`config.mk`:
```
export PLATFORM = sky130hd
export DESIGN_NAME = grid_line_cell_run_decoder
export DESIGN_NICKNAME = d
export VERILOG_FILES = /design/src/hw/rtl/glcr_pkg.sv /design/src/hw/rtl/glcr_front.sv /design/src/hw/rtl/glcr_queue.sv /design/src/hw/rtl/glcr_back.sv /design/src/hw/rtl/grid_line_cell_run_decoder.sv
export SDC_FILE = /design/constraint.sdc
export NUM_CORES = 1
export LEC_CHECK = 0
export BUFFER_PORTS_ARGS = -buffer_cell sky130_fd_sc_hd__buf_2
export CAP_MARGIN = 25
export CORE_ASPECT_RATIO = 1.1
export CORE_MARGIN = 8
export CORE_UTILIZATION = 40
export DETAILED_ROUTE_END_ITERATION = 8
export PLACE_DENSITY = 0.67
export SETUP_SLACK_MARGIN = 0.5
export SYNTH_ARGS = -nofsm -noshare
export SYNTH_HDL_FRONTEND = slang
export SYNTH_SLANG_ARGS = --single-unit
```
`constraint.sdc`:
```
create_clock -name aclk -period 13 [get_ports aclk]
set_clock_uncertainty 0.05 [all_clocks]
set_input_delay 0.65 -clock aclk [delete_from_list [all_inputs] [get_ports aclk]]
set_output_delay 0.65 -clock aclk [all_outputs]
set_load 0.005 [all_outputs]
```
`src/hw/rtl/glcr_pkg.sv`:
```
// ----------------------------------------------------------------------------
// glcr_pkg
// shared types, constants and decode functions for the grid line cell run
// decoder
// ----------------------------------------------------------------------------
package glcr_pkg;

    localparam int ROW_W   = 16;
    localparam int COL_W   = 16;
    localparam int HL_W    = 16;
    localparam int REP_W   = 16;
    localparam int CP_W    = 21;
    localparam int LEN_W   = 3;
    localparam int S_DATA_W = 104;
    localparam int S_USER_W = 1;
    localparam int M_DATA_W = 88;

    localparam int QUEUE_DEPTH = 4;

    localparam logic       CMD_LINE = 1'b0;
    localparam logic       CMD_CELL = 1'b1;
    localparam logic [COL_W-1:0] COL_MAX = 16'hFFFF;
    localparam logic [CP_W-1:0]  BAD_CP  = 21'h00003F;
    localparam logic [LEN_W-1:0] LEN_MAX = 3'd4;

    typedef struct packed {
        logic              is_line;
        logic [ROW_W-1:0]  line_row;
        logic [COL_W-1:0]  line_col;
        logic              hl_present;
        logic [HL_W-1:0]   hl_id;
        logic              is_empty;
        logic [REP_W-1:0]  rep;
        logic [CP_W-1:0]   cp;
        logic              dw;
    } glcr_item_t;

    function automatic logic [CP_W-1:0] decode_first(
        input logic [7:0]       b0,
        input logic [7:0]       b1,
        input logic [7:0]       b2,
        input logic [7:0]       b3,
        input logic [LEN_W-1:0] len
    );
        logic [5:0]      s1;
        logic [5:0]      s2;
        logic [5:0]      s3;
        logic [CP_W-1:0] cp;
        s1 = (len > 3'd1) ? b1[5:0] : 6'd0;
        s2 = (len > 3'd2) ? b2[5:0] : 6'd0;
        s3 = (len > 3'd3) ? b3[5:0] : 6'd0;
        if (b0[7] == 1'b0) begin
            cp = {13'd0, b0};
        end else if ((b0 & 8'hE0) == 8'hC0) begin
            cp = {10'd0, b0[4:0], s1};
        end else if ((b0 & 8'hF0) == 8'hE0) begin
            cp = {5'd0, b0[3:0], s1, s2};
        end else if ((b0 & 8'hF8) == 8'hF0) begin
            cp = {b0[2:0], s1, s2, s3};
        end else begin
            cp = BAD_CP;
        end
        return cp;
    endfunction

    function automatic logic is_wide(input logic [CP_W-1:0] cp);
        return cp inside {
            [21'h001100 : 21'h00115F],
            21'h002329, 21'h00232A,
            [21'h002E80 : 21'h00303E],
            [21'h003040 : 21'h00A4CF],
            [21'h00AC00 : 21'h00D7A3],
            [21'h00F900 : 21'h00FAFF],
            [21'h00FE10 : 21'h00FE19],
            [21'h00FE30 : 21'h00FE6F],
            [21'h00FF01 : 21'h00FF60],
            [21'h00FFE0 : 21'h00FFE6],
            [21'h020000 : 21'h02FFFD],
            [21'h030000 : 21'h03FFFD]
        };
    endfunction

endpackage

```
`src/hw/rtl/glcr_front.sv`:
```
// ----------------------------------------------------------------------------
// glcr_front
// accepts input beats, decodes the first code point and its width, and
// registers the classified item for the queue
// ----------------------------------------------------------------------------
module glcr_front
    import glcr_pkg::*;
(
    input  logic                aclk,
    input  logic                aresetn,
    input  logic                s_tvalid,
    output logic                s_tready,
    input  logic [S_DATA_W-1:0] s_tdata,
    input  logic [S_USER_W-1:0] s_tuser,
    output logic                f_valid,
    input  logic                f_ready,
    output glcr_item_t          f_item
);

    logic             valid_reg;
    logic             valid_next;
    glcr_item_t       item_reg;
    glcr_item_t       item_next;
    logic             accept;
    logic [LEN_W-1:0] text_len;
    logic [LEN_W-1:0] len_eff;
    logic [CP_W-1:0]  cp;

    assign s_tready = !valid_reg || f_ready;
    assign accept   = s_tvalid && s_tready;
    assign text_len = s_tdata[66:64];
    assign len_eff  = (text_len > LEN_MAX) ? LEN_MAX : text_len;
    assign cp       = decode_first(s_tdata[39:32], s_tdata[47:40], s_tdata[55:48],
                                   s_tdata[63:56], len_eff);

    always_comb begin
        item_next.is_line    = (s_tuser[0] == CMD_LINE);
        item_next.line_row   = s_tdata[15:0];
        item_next.line_col   = s_tdata[31:16];
        item_next.hl_present = s_tdata[67];
        item_next.hl_id      = s_tdata[83:68];
        item_next.is_empty   = (text_len == 3'd0);
        item_next.rep        = s_tdata[99:84];
        item_next.cp         = cp;
        item_next.dw         = is_wide(cp);
    end

    always_comb begin
        valid_next = valid_reg;
        if (accept) begin
            valid_next = 1'b1;
        end else if (f_ready) begin
            valid_next = 1'b0;
        end
    end

    always_ff @(posedge aclk) begin
        if (!aresetn) begin
            valid_reg <= 1'b0;
        end else begin
            valid_reg <= valid_next;
        end
    end

    always_ff @(posedge aclk) begin
        if (accept) begin
            item_reg <= item_next;
        end
    end

    assign f_valid = valid_reg;
    assign f_item  = item_reg;

endmodule

```
`src/hw/rtl/glcr_queue.sv`:
```
// ----------------------------------------------------------------------------
// glcr_queue
// short first-in first-out queue of classified items between front and back,
// with a registered head entry
// ----------------------------------------------------------------------------
module glcr_queue
    import glcr_pkg::*;
#(
    parameter int DEPTH = QUEUE_DEPTH
) (
    input  logic       aclk,
    input  logic       aresetn,
    input  logic       in_valid,
    output logic       in_ready,
    input  glcr_item_t in_item,
    output logic       out_valid,
    input  logic       out_ready,
    output glcr_item_t out_item
);

    localparam int PTR_W = (DEPTH > 1) ? $clog2(DEPTH) : 1;
    localparam int CNT_W = $clog2(DEPTH + 1);
    localparam logic [PTR_W-1:0] PTR_LAST = PTR_W'(DEPTH - 1);
    localparam logic [CNT_W-1:0] CNT_FULL = CNT_W'(DEPTH);

    glcr_item_t       mem [DEPTH];
    logic [PTR_W-1:0] wr_ptr_reg;
    logic [PTR_W-1:0] wr_ptr_next;
    logic [PTR_W-1:0] rd_ptr_reg;
    logic [PTR_W-1:0] rd_ptr_next;
    logic [CNT_W-1:0] cnt_reg;
    logic [CNT_W-1:0] cnt_next;
    logic             head_valid_reg;
    logic             head_valid_next;
    glcr_item_t       head_item_reg;
    logic             push;
    logic             load;
    logic             mem_wr;
    logic             mem_rd;
    logic             bypass;

    assign in_ready  = (cnt_reg != CNT_FULL);
    assign out_valid = head_valid_reg;
    assign out_item  = head_item_reg;
    assign push      = in_valid && in_ready;
    assign load      = !head_valid_reg || out_ready;
    assign mem_rd    = load && (cnt_reg != '0);
    assign bypass    = load && (cnt_reg == '0) && push;
    assign mem_wr    = push && !bypass;

    always_comb begin
        wr_ptr_next     = wr_ptr_reg;
        rd_ptr_next     = rd_ptr_reg;
        cnt_next        = cnt_reg;
        head_valid_next = head_valid_reg;
        if (mem_wr) begin
            wr_ptr_next = (wr_ptr_reg == PTR_LAST) ? '0 : wr_ptr_reg + 1'b1;
        end
        if (mem_rd) begin
            rd_ptr_next = (rd_ptr_reg == PTR_LAST) ? '0 : rd_ptr_reg + 1'b1;
        end
        if (mem_wr && !mem_rd) begin
            cnt_next = cnt_reg + 1'b1;
        end else if (mem_rd && !mem_wr) begin
            cnt_next = cnt_reg - 1'b1;
        end
        if (load) begin
            head_valid_next = mem_rd || bypass;
        end
    end

    always_ff @(posedge aclk) begin
        if (!aresetn) begin
            wr_ptr_reg     <= '0;
            rd_ptr_reg     <= '0;
            cnt_reg        <= '0;
            head_valid_reg <= 1'b0;
        end else begin
            wr_ptr_reg     <= wr_ptr_next;
            rd_ptr_reg     <= rd_ptr_next;
            cnt_reg        <= cnt_next;
            head_valid_reg <= head_valid_next;
        end
    end

    always_ff @(posedge aclk) begin
        if (mem_wr) begin
            mem[wr_ptr_reg] <= in_item;
        end
        if (mem_rd) begin
            head_item_reg <= mem[rd_ptr_reg];
        end else if (bypass) begin
            head_item_reg <= in_item;
        end
    end

    a_cnt_bound: assert property (@(posedge aclk) disable iff (!aresetn)
        cnt_reg <= CNT_FULL)
        else $error("queue count beyond depth");

    a_cnt_push: assert property (@(posedge aclk) disable iff (!aresetn)
        (mem_wr && !mem_rd) |=> (cnt_reg == $past(cnt_reg) + 1'b1))
        else $error("queue count did not follow push");

endmodule

```
`src/hw/rtl/glcr_back.sv`:
```
// ----------------------------------------------------------------------------
// glcr_back
// applies queued items to the row, column and highlight state and drives the
// run descriptor output register
// ----------------------------------------------------------------------------
module glcr_back
    import glcr_pkg::*;
(
    input  logic                aclk,
    input  logic                aresetn,
    input  logic                q_valid,
    output logic                q_ready,
    input  glcr_item_t          q_item,
    output logic                m_tvalid,
    input  logic                m_tready,
    output logic [M_DATA_W-1:0] m_tdata
);

    logic [ROW_W-1:0]    cur_row_reg;
    logic [ROW_W-1:0]    cur_row_next;
    logic [COL_W-1:0]    cur_col_reg;
    logic [COL_W-1:0]    cur_col_next;
    logic [HL_W-1:0]     cur_hl_reg;
    logic [HL_W-1:0]     cur_hl_next;
    logic                out_valid_reg;
    logic                out_valid_next;
    logic [M_DATA_W-1:0] out_data_reg;
    logic [M_DATA_W-1:0] out_data_next;
    logic                out_free;
    logic                emits;
    logic                pop;
    logic [HL_W-1:0]     hl_new;
    logic [REP_W:0]      amount;
    logic [COL_W+1:0]    sum;
    logic [COL_W-1:0]    col_adv;

    assign out_free = !out_valid_reg || m_tready;
    assign emits    = !q_item.is_line && !q_item.is_empty && (q_item.rep != '0);
    assign q_ready  = !emits || out_free;
    assign pop      = q_valid && q_ready;
    assign hl_new   = q_item.hl_present ? q_item.hl_id : cur_hl_reg;

    always_comb begin
        if (q_item.is_empty) begin
            amount = (REP_W+1)'(1);
        end else if (q_item.dw) begin
            amount = {q_item.rep, 1'b0};
        end else begin
            amount = {1'b0, q_item.rep};
        end
        sum     = {2'b00, cur_col_reg} + {1'b0, amount};
        col_adv = (sum[COL_W+1:COL_W] != 2'b00) ? COL_MAX : sum[COL_W-1:0];
    end

    always_comb begin
        cur_row_next   = cur_row_reg;
        cur_col_next   = cur_col_reg;
        cur_hl_next    = cur_hl_reg;
        out_valid_next = out_valid_reg && !m_tready;
        out_data_next  = out_data_reg;
        if (pop) begin
            if (q_item.is_line) begin
                cur_row_next = q_item.line_row;
                cur_col_next = q_item.line_col;
                cur_hl_next  = '0;
            end else begin
                cur_hl_next = hl_new;
                if (q_item.is_empty || (q_item.rep != '0)) begin
                    cur_col_next = col_adv;
                end
                if (emits) begin
                    out_valid_next = 1'b1;
                    out_data_next  = {2'b00, q_item.dw, hl_new, q_item.cp, q_item.rep,
                                      cur_col_reg, cur_row_reg};
                end
            end
        end
    end

    always_ff @(posedge aclk) begin
        if (!aresetn) begin
            cur_row_reg   <= '0;
            cur_col_reg   <= '0;
            cur_hl_reg    <= '0;
            out_valid_reg <= 1'b0;
        end else begin
            cur_row_reg   <= cur_row_next;
            cur_col_reg   <= cur_col_next;
            cur_hl_reg    <= cur_hl_next;
            out_valid_reg <= out_valid_next;
        end
    end

    always_ff @(posedge aclk) begin
        out_data_reg <= out_data_next;
    end

    assign m_tvalid = out_valid_reg;
    assign m_tdata  = out_data_reg;

    a_line_col: assert property (@(posedge aclk) disable iff (!aresetn)
        (pop && q_item.is_line) |=> (cur_col_reg == $past(q_item.line_col)))
        else $error("line start did not load column");

    a_col_mono: assert property (@(posedge aclk) disable iff (!aresetn)
        (pop && !q_item.is_line) |=> (cur_col_reg >= $past(cur_col_reg)))
        else $error("column moved back on a cell");

    a_out_src: assert property (@(posedge aclk) disable iff (!aresetn)
        $rose(out_valid_reg) |-> $past(pop && emits))
        else $error("result beat without a popped cell");

endmodule

```
`src/hw/rtl/grid_line_cell_run_decoder.sv`:
```
// ----------------------------------------------------------------------------
// grid_line_cell_run_decoder
// decodes line-start and cell beats into cell run descriptors
// ----------------------------------------------------------------------------
// One beat is taken per clock cycle while s_tready is high, and one run
// descriptor can leave per cycle while m_tready is high. A beat passes the
// decode register, the queue's registered head (with QUEUE_DEPTH entries
// behind it) and the state/output register, in that order. The decode stage
// is stateless; the row, column and highlight live in the back stage.
// Line starts, empty cells and zero repeats give no descriptor but still
// update the state.
// ----------------------------------------------------------------------------
module grid_line_cell_run_decoder
    import glcr_pkg::*;
#(
    parameter int QUEUE_DEPTH_P = QUEUE_DEPTH
) (
    input  logic                aclk,
    input  logic                aresetn,
    input  logic                s_tvalid,
    output logic                s_tready,
    // line_row, line_col, byte0, byte1, byte2, byte3, text_len, hl_present,
    // hl_id, repeat_count
    input  logic [S_DATA_W-1:0] s_tdata,
    // cmd
    input  logic [S_USER_W-1:0] s_tuser,
    output logic                m_tvalid,
    input  logic                m_tready,
    // run_row, run_col, run_count, code_point, run_hl, double_width
    output logic [M_DATA_W-1:0] m_tdata
);

    logic       f_valid;
    logic       f_ready;
    glcr_item_t f_item;
    logic       q_valid;
    logic       q_ready;
    glcr_item_t q_item;

    glcr_front u_front (
        .aclk     (aclk),
        .aresetn  (aresetn),
        .s_tvalid (s_tvalid),
        .s_tready (s_tready),
        .s_tdata  (s_tdata),
        .s_tuser  (s_tuser),
        .f_valid  (f_valid),
        .f_ready  (f_ready),
        .f_item   (f_item)
    );

    glcr_queue #(
        .DEPTH (QUEUE_DEPTH_P)
    ) u_queue (
        .aclk      (aclk),
        .aresetn   (aresetn),
        .in_valid  (f_valid),
        .in_ready  (f_ready),
        .in_item   (f_item),
        .out_valid (q_valid),
        .out_ready (q_ready),
        .out_item  (q_item)
    );

    glcr_back u_back (
        .aclk     (aclk),
        .aresetn  (aresetn),
        .q_valid  (q_valid),
        .q_ready  (q_ready),
        .q_item   (q_item),
        .m_tvalid (m_tvalid),
        .m_tready (m_tready),
        .m_tdata  (m_tdata)
    );

endmodule

```
==> results.txt, run 1 <==
CP max stage cell: nand2_1
Most frequent cells in the layout: edfxtp_1, nand2_1, buf_2
Vias in the first global route: 15,600
Fin worst setup slack: 8.77 ns
Setup_tns: 0 ns
Clk buf depth: 3
Share of synthesized registers carrying an async set or reset: 0%
Final hold vios: 0
Die width: 264 um
Initial core utilization: 40.1%
CTS buffer count: 61
PwrDens: 213 nW/um^2
IO buf count: 186
Seq cells post-synth: 680
Pre-CTS WS: 8.80 ns
Largest net degree at the start of global routing: 59
Static Leak: 10.9 nW
Layout cell share with drive strength beyond 1: 23.2%
Tightest Pin Transition: 1.02 ns
Via count: 15,000
Setup-failing EPs final: 0
Core area: 67,300 um^2
First-pass GRT wire length: 95,200 um
Pre-antenna DRT Iters: 5
Synth top area cells: edfxtp_1, mux4_2, nand2_1, dfxtp_1, a21oi_1
Total grt overflow: 0
Startpoint types: flip-flop
Post-synthesis area per instance: 15.9 um^2
Mapped Cells: 1,699
Cell Area, Synth: 27,000 um^2
Min Tclk post-route: 4.23 ns
Initial antenna violation count: 4
Global Route Usage Sum: 16.2%
Layout area overhead: 14.6%
Clock root buffer: clkbuf_16
Dominant cell type by area after synthesis: edfxtp_1
EDFF count, synth: 620
Critical path fanouts, max: 18
Reg with most FFs: u_queue.mem
Part of the cycle the worst path needs: 32.5%
Top delay family on crit path: compound AO/OA/AOI/OAI gates
Clk pin slew, worst setup/hold paths: 0.07 ns
Initial drt markers: 1,120
DIE AREA: 76,100 um^2
Main flop type after synthesis: edfxtp_1
Post-synth top area share: 68.9%
Critical path type: reg -> reg
Routed WL: 63,200 um
Post-CTS Hold Buffers: 0
Worst hold path class: in -> reg
Rows: 100
Worst-skew pair later-pin latency: 0.63 ns
Yosys cell types: 86
Max Freq: 236 MHz
CP required: 13.46 ns
Max_cap viols: 0
Final Power: 0.00659 W
Final Max Tran Viols: 0
Vias/cell: 5.37
Most common cell after layout, fill and taps aside: edfxtp_1
Gpl congestion: 0.851
Die H: 289 um
IO Count: 199
Drt wl/cell: 22.6 um
RSZ-0062 raised after global routing: no
Cell Chain, Critical Path: buf_4, mux2i_1, or2_2, fa_1, nor2b_1, o2111ai_1, a31oi_1, a221oi_1, nor2b_1, o311ai_1, a21oi_1, nand2_1, o311ai_0
Critical Path Max Stage Delay: 0.45 ns
H-tree depth: 2
Most used cell, CP: nor2b_1
TritonCTS Sinks: 680
Seq/Total Area, Yosys: 73.4%
Headroom to the max-slew limit: 31.7%
Remaining DRCs: 0
Nets@finish: 2,013
Crit path DAT: 4.70 ns
Worst setup EP type: flip-flop
Peak supply drop: 0.114 mV
Dpl hpwl: 39,100 um
# resized after CTS: 0
Postcts setup bufs: 0
Buf+Inv Stages, Crit Path: 1
Status: complete, no violations
Yosys warning total: 0
Largest register FFs: 356
CTS tree: done
Final ANT Viol Nets: 0
## layer usage
metal	routed length, um	up-vias	global-route usage (%)
met2	30800	453	27.4
li1	-	6849	-
met1	27200	7616	21.1
met3	3450	115	2.91
met4	1740	6	5.01
met5	41	-	0
## stage by stage
stage / util [%] / cell area (um^2) / cells / hold slack, ns
6_report: 46.0 / 31000 / 2800 / 0.148
4_1_cts: 46.0 / 31000 / 2798 / 0.0958
3_3_place_gp: 42.8 / 28800 / 2682 / 0.352
5_1_grt: 46.0 / 31000 / 2798 / 0.114
3_5_place_dp: 42.8 / 28800 / 2684 / 0.355
2_1_floorplan: - / 27000 / 1700 / 0.350
## report_power, final
part           leakage [nW]  switching (W)  internal [W]  total [W]
Clock                  1.03       0.000790       0.00110    0.00189
Sequential             6.29       0.000275       0.00288    0.00315
Combinational          3.54       0.000940      0.000605    0.00154
## synthesized netlist by cell type (all sizes together) (4+ instances only)
library cell / n
a21o: 10
ha: 22
o21bai: 4
o21ai: 27
nor2: 77
nand2: 331
xor2: 6
buf: 23
o21a: 8
nand2b: 5
inv: 25
nor2b: 5
o211ai: 12
nor4: 14
o31ai: 5
nand4: 18
nand3: 27
a41oi: 16
and2: 24
xnor2: 10
mux2: 16
mux2i: 16
or3: 9
mux4: 89
o22ai: 4
or2: 5
clkbuf: 63
a32oi: 6
a31oi: 4
a211oi: 9
dfxtp: 60
nor3: 8
edfxtp: 620
a31o: 6
a21oi: 58
nand4b: 5
and3: 15
## area by class of cell
cell class                      count  area [um^2]
Fill cell                        5775        36300
Sequential cell                   680        19800
Multi-Input combinational cell    908         6740
Clock buffer                       71         1600
Tap cell                          867         1080
Timing Repair Buffer              203         1080
Clock inverter                     43          536
Inverter                           26         98.8
Antenna cell                        2         5.00
## final timing paths
kind,startpoint,cells past startpoint,slack (ns),end
setup reg to reg,u_queue.out_item[0],13,8.77,u_back.cur_col_reg[6]
hold / removal,s_tdata[12],1,0.15,u_front.f_item[84]
setup / recovery,u_queue.out_item[0],13,8.77,u_back.cur_col_reg[6]
hold reg to reg,u_queue.out_item[8],0,0.37,u_back.m_tdata[55]
## worst register-to-register path: stages (launching register included)
cell       delay [ns]
edfxtp_1         0.42
buf_4            0.26
mux2i_1          0.16
or2_2            0.33
fa_1             0.44
nor2b_1          0.18
o2111ai_1        0.18
a31oi_1          0.38
a221oi_1         0.22
nor2b_1          0.21
o311ai_1         0.13
a21oi_1          0.28
nand2_1          0.45
o311ai_0         0.44
## kinds of logic (layout without fill, tap and decap cells)
group	count (synthesis)	after routing	synth area share, %
AO/OA/AOI/OAI	191	191	5.09
XOR/XNOR	16	16	0.519
adder cells (fa/ha/maj)	24	24	1.17
buffers and inverters	112	343	1.90
flip-flops	680	680	73.4
multiplexers	121	121	8.68
other	1	4	0.0139
AND/OR/NAND/NOR	554	554	9.26
Note: power is estimated with default switching activity, not from simulation.
==> run 2: changes to the inputs <==
--- a/config.mk
+++ b/config.mk
@@ -5,13 +5,14 @@
 export SDC_FILE = /design/constraint.sdc
 export NUM_CORES = 1
 export LEC_CHECK = 0
+export ABC_AREA = 1
 export BUFFER_PORTS_ARGS = -buffer_cell sky130_fd_sc_hd__buf_2
 export CAP_MARGIN = 25
 export CORE_ASPECT_RATIO = 1.1
 export CORE_MARGIN = 8
 export CORE_UTILIZATION = 40
 export DETAILED_ROUTE_END_ITERATION = 8
-export PLACE_DENSITY = 0.67
+export PLACE_DENSITY = 0.69
 export SETUP_SLACK_MARGIN = 0.5
 export SYNTH_ARGS = -nofsm -noshare
 export SYNTH_HDL_FRONTEND = slang
==> constraint.sdc (replaced) <==
create_clock -name aclk -period 3.4 [get_ports aclk]
set_clock_uncertainty 0.05 [all_clocks]
set_input_delay 0.17 -clock aclk [delete_from_list [all_inputs] [get_ports aclk]]
set_output_delay 0.17 -clock aclk [all_outputs]
set_load 0.005 [all_outputs]
==> run 2 against run 1 <==
  * Non-clock buffer count up 126
  * Power grew to 4.1 times the previous value
  * First-iteration DRC count grew 29%
  * Setup slack lost 8.2 ns
  * Largest power group unchanged
  * Critical path type unchanged
  * Highest routed layer is now met4
==> results.txt, run 2 <==
Status: complete, no violations (unchanged)
Worst-skew pair later-pin latency: 0.60 ns (was 0.63 ns)
Initial core utilization: 40.3% (was 40.1%)
Post-synth top area share: 67.1% (was 68.9%)
Fin worst setup slack: 0.600 ns (was 8.77 ns)
Final hold vios: 0 (unchanged)
Clock root buffer: clkbuf_16 (unchanged)
Final Max Tran Viols: 0 (unchanged)
Largest register FFs: 356 (unchanged)
IO buf count: 186 (unchanged)
Pre-antenna DRT Iters: 6 (was 5)
Layout area overhead: 19.3% (was 14.6%)
Initial antenna violation count: 4 (unchanged)
Nets@finish: 2,808 (was 2,013)
Final ANT Viol Nets: 0 (unchanged)
Count leader, synth: edfxtp_1 (unchanged)
Top post-synthesis cells by count: edfxtp_1, nor2_1, nand2_1 (was edfxtp_1, nand2_1, mux4_2)
Global Route Usage Sum: 17.8% (was 16.2%)
Setup_tns: 0 ns (unchanged)
Startpoint types: flip-flop (unchanged)
Worst hold path class: in -> reg (unchanged)
Critical path type: reg -> reg (unchanged)
Clk pin slew, worst setup/hold paths: 0.07 ns (about the same)
Static Leak: 12.0 nW (was 10.9 nW)
Sw Ratio: 34.0% (was 30.4%)
Gpl congestion: 0.884 (was 0.851)
Dpl hpwl: 44,700 um (was 39,100 um)
CTS tree: done (unchanged)
Min Tclk post-route: 2.80 ns (was 4.23 ns)
Peak supply drop: 0.601 mV (was 0.114 mV)
Post-synthesis area per instance: 11.6 um^2 (was 15.9 um^2)
Headroom to the max-slew limit: 36.6% (was 31.7%)
Seq/Total Area, Yosys: 71.4% (was 73.4%)
Clk buf depth: 3 (unchanged)
Vias in the first global route: 19,100 (was 15,600)
Share of synthesized registers carrying an async set or reset: 0% (unchanged)
TritonCTS Sinks: 680 (unchanged)
Yosys warning total: 0 (unchanged)
Hold WS: 0.0264 ns (was 0.148 ns)
Max_cap viols: 0 (unchanged)
H-tree depth: 3 (was 2)
PwrDens: 809 nW/um^2 (was 213 nW/um^2)
EDFF count, synth: 620 (unchanged)
Die H: 292 um (was 289 um)
Total grt overflow: 0 (unchanged)
Final Power: 0.0268 W (was 0.00659 W)
Remaining DRCs: 0 (unchanged)
Rows: 101 (was 100)
Mapped Cells: 2,389 (was 1,699)
DIE AREA: 78,100 um^2 (was 76,100 um^2)
Dominant cell type by area after synthesis: edfxtp_1 (unchanged)
Synth top area cells: edfxtp_1, nor2_1, dfxtp_1, o21ai_0, nand2_1 (was edfxtp_1, mux4_2, nand2_1, dfxtp_1, a21oi_1)
Routed WL: 70,700 um (was 63,200 um)
Switching power: 0.00910 W (was 0.00200 W)
Part of the cycle the worst path needs: 82.3% (was 32.5%)
IO Count: 199 (unchanged)
CP required: 3.84 ns (was 13.46 ns)
Clock power share: 26.5% (was 28.7%)
Setup-failing EPs final: 0 (unchanged)
Most common cell after layout, fill and taps aside: edfxtp_1 (unchanged)
Internal power: 0.0177 W (was 0.00459 W)
RSZ-0062 raised after global routing: yes (was no)
Vias/cell: 5.18 (was 5.37)
First-pass GRT wire length: 109,000 um (was 95,200 um)
Worst setup EP type: flip-flop (unchanged)
Die width: 267 um (was 264 um)
Comb pwr share: 28.4% (was 23.4%)
Crit path DAT: 3.24 ns (was 4.70 ns)
Yosys cell types: 48 (was 86)
Finished Layout Cells: 3,657 (was 2,800)
Reg with most FFs: u_queue.mem (unchanged)
Tightest Pin Transition: 0.950 ns (was 1.02 ns)
Reg power frac: 45.1% (was 47.9%)
Initial drt markers: 1,449 (was 1,120)
Placed cell count: 3,437 (was 2,684)
Layout cell share with drive strength beyond 1: 16.8% (was 23.2%)
Cell Area, Synth: 27,800 um^2 (was 27,000 um^2)
Drt wl/cell: 19.3 um (was 22.6 um)
Via count: 18,900 (was 15,000)
Most frequent cells in the layout: edfxtp_1, nor2_1, nand2_1 (was edfxtp_1, nand2_1, buf_2)
Core area: 68,900 um^2 (was 67,300 um^2)
Seq cells post-synth: 680 (unchanged)
Main flop type after synthesis: edfxtp_1 (unchanged)
Pre-CTS WS: 0.171 ns (was 8.80 ns)
Critical path fanouts, max: 10 (was 18)
CTS buffer count: 66 (was 61)
Max Freq: 357 MHz (was 236 MHz)
Largest net degree at the start of global routing: 93 (was 59)
## run 2: cell types whose count changed in the layout (fill, tap and decap cells not counted), sizes merged, moves of 64 or more
cell,previous run,this run
nor2,77,617
o21ai,27,246
a31oi,4,93
inv,28,117
mux4,89,0
dlygate4sd3,0,73
nand2,331,267
## run 2: through the flow
step                cell area [um^2]  utilization (%)
floorplan                      27800                -
global placement               29900             43.5
detailed placement             29900             43.5
CTS                            32900             47.7
global route                   33100             48.1
finish                         33100             48.1
## run 2: area by class of cell
cell class | count | area, um^2
Fill cell | 5923 | 35800
Sequential cell | 680 | 19800
Multi-Input combinational cell | 1484 | 7220
Timing Repair Buffer | 329 | 2360
Clock buffer | 78 | 1700
Tap cell | 927 | 1160
Inverter | 114 | 448
Clock inverter | 42 | 395
Antenna cell | 3 | 7.51
## run 2: worst max-delay path: stages (launching register included)
cell	delay (ns)
edfxtp_1	0.51
buf_6	0.19
o21ai_0	0.14
nor2_1	0.06
ha_1	0.35
a21o_1	0.21
or2_4	0.27
a221oi_4	0.26
nand3b_1	0.11
nand2_1	0.08
nand2_1	0.08
buf_6	0.16
o21ai_1	0.13
a21oi_1	0.08
## run 2: power groups by stage
stage / sequential [W] / clock, W / combinational (W)
finish: 0.0121 / 0.00710 / 0.00761
floorplan: 0.0117 / 0 / 0.00491
detailed placement: 0.0122 / 0 / 0.00713
global placement: 0.0122 / 0 / 0.00692
global route: 0.0122 / 0.00753 / 0.00847
CTS: 0.0121 / 0.00725 / 0.00731
## run 2: cell families (layout without fill, tap and decap cells)
logic type	after synthesis	after routing	synth area share, %
simple gates	985	985	14.6
flops	680	680	71.4
compound gates	462	462	9.31
buf+inv	226	563	3.23
fa+ha+maj	24	24	1.14
xor+xnor	11	11	0.347
other cells	1	5	0.0135
## run 2: timing repair
item / CTS / global route
hold buffers: 73 / 0
resized for setup: 7 / 41
pin swaps: 4 / 9
buffers inserted: 10 / 13
endpoints found under the hold margin: 80 / 0
setup endpoints to repair: 305 / 32
## run 2: worst paths after layout
check / slack, ns / depth (start not counted) / end / startpoint
setup / recovery: 0.60 / 13 / u_back.cur_col_reg[2] / u_queue.out_item[0]
hold / removal: 0.03 / 3 / u_front.f_item[16] / s_tdata[35]
setup reg to reg: 0.60 / 13 / u_back.cur_col_reg[2] / u_queue.out_item[0]
hold reg to reg: 0.36 / 0 / u_back.m_tdata[57] / u_queue.out_item[10]
## run 2: routing by layer
metal	routed length (um)	part of all wire [%]	vias up	GRT usage, %
met5	0	0	-	0
met4	2170	3.1	0	6.69
met3	4590	6.5	128	2.47
met2	34700	49	699	30.1
met1	29300	41	9140	23.0
li1	-	-	8968	-
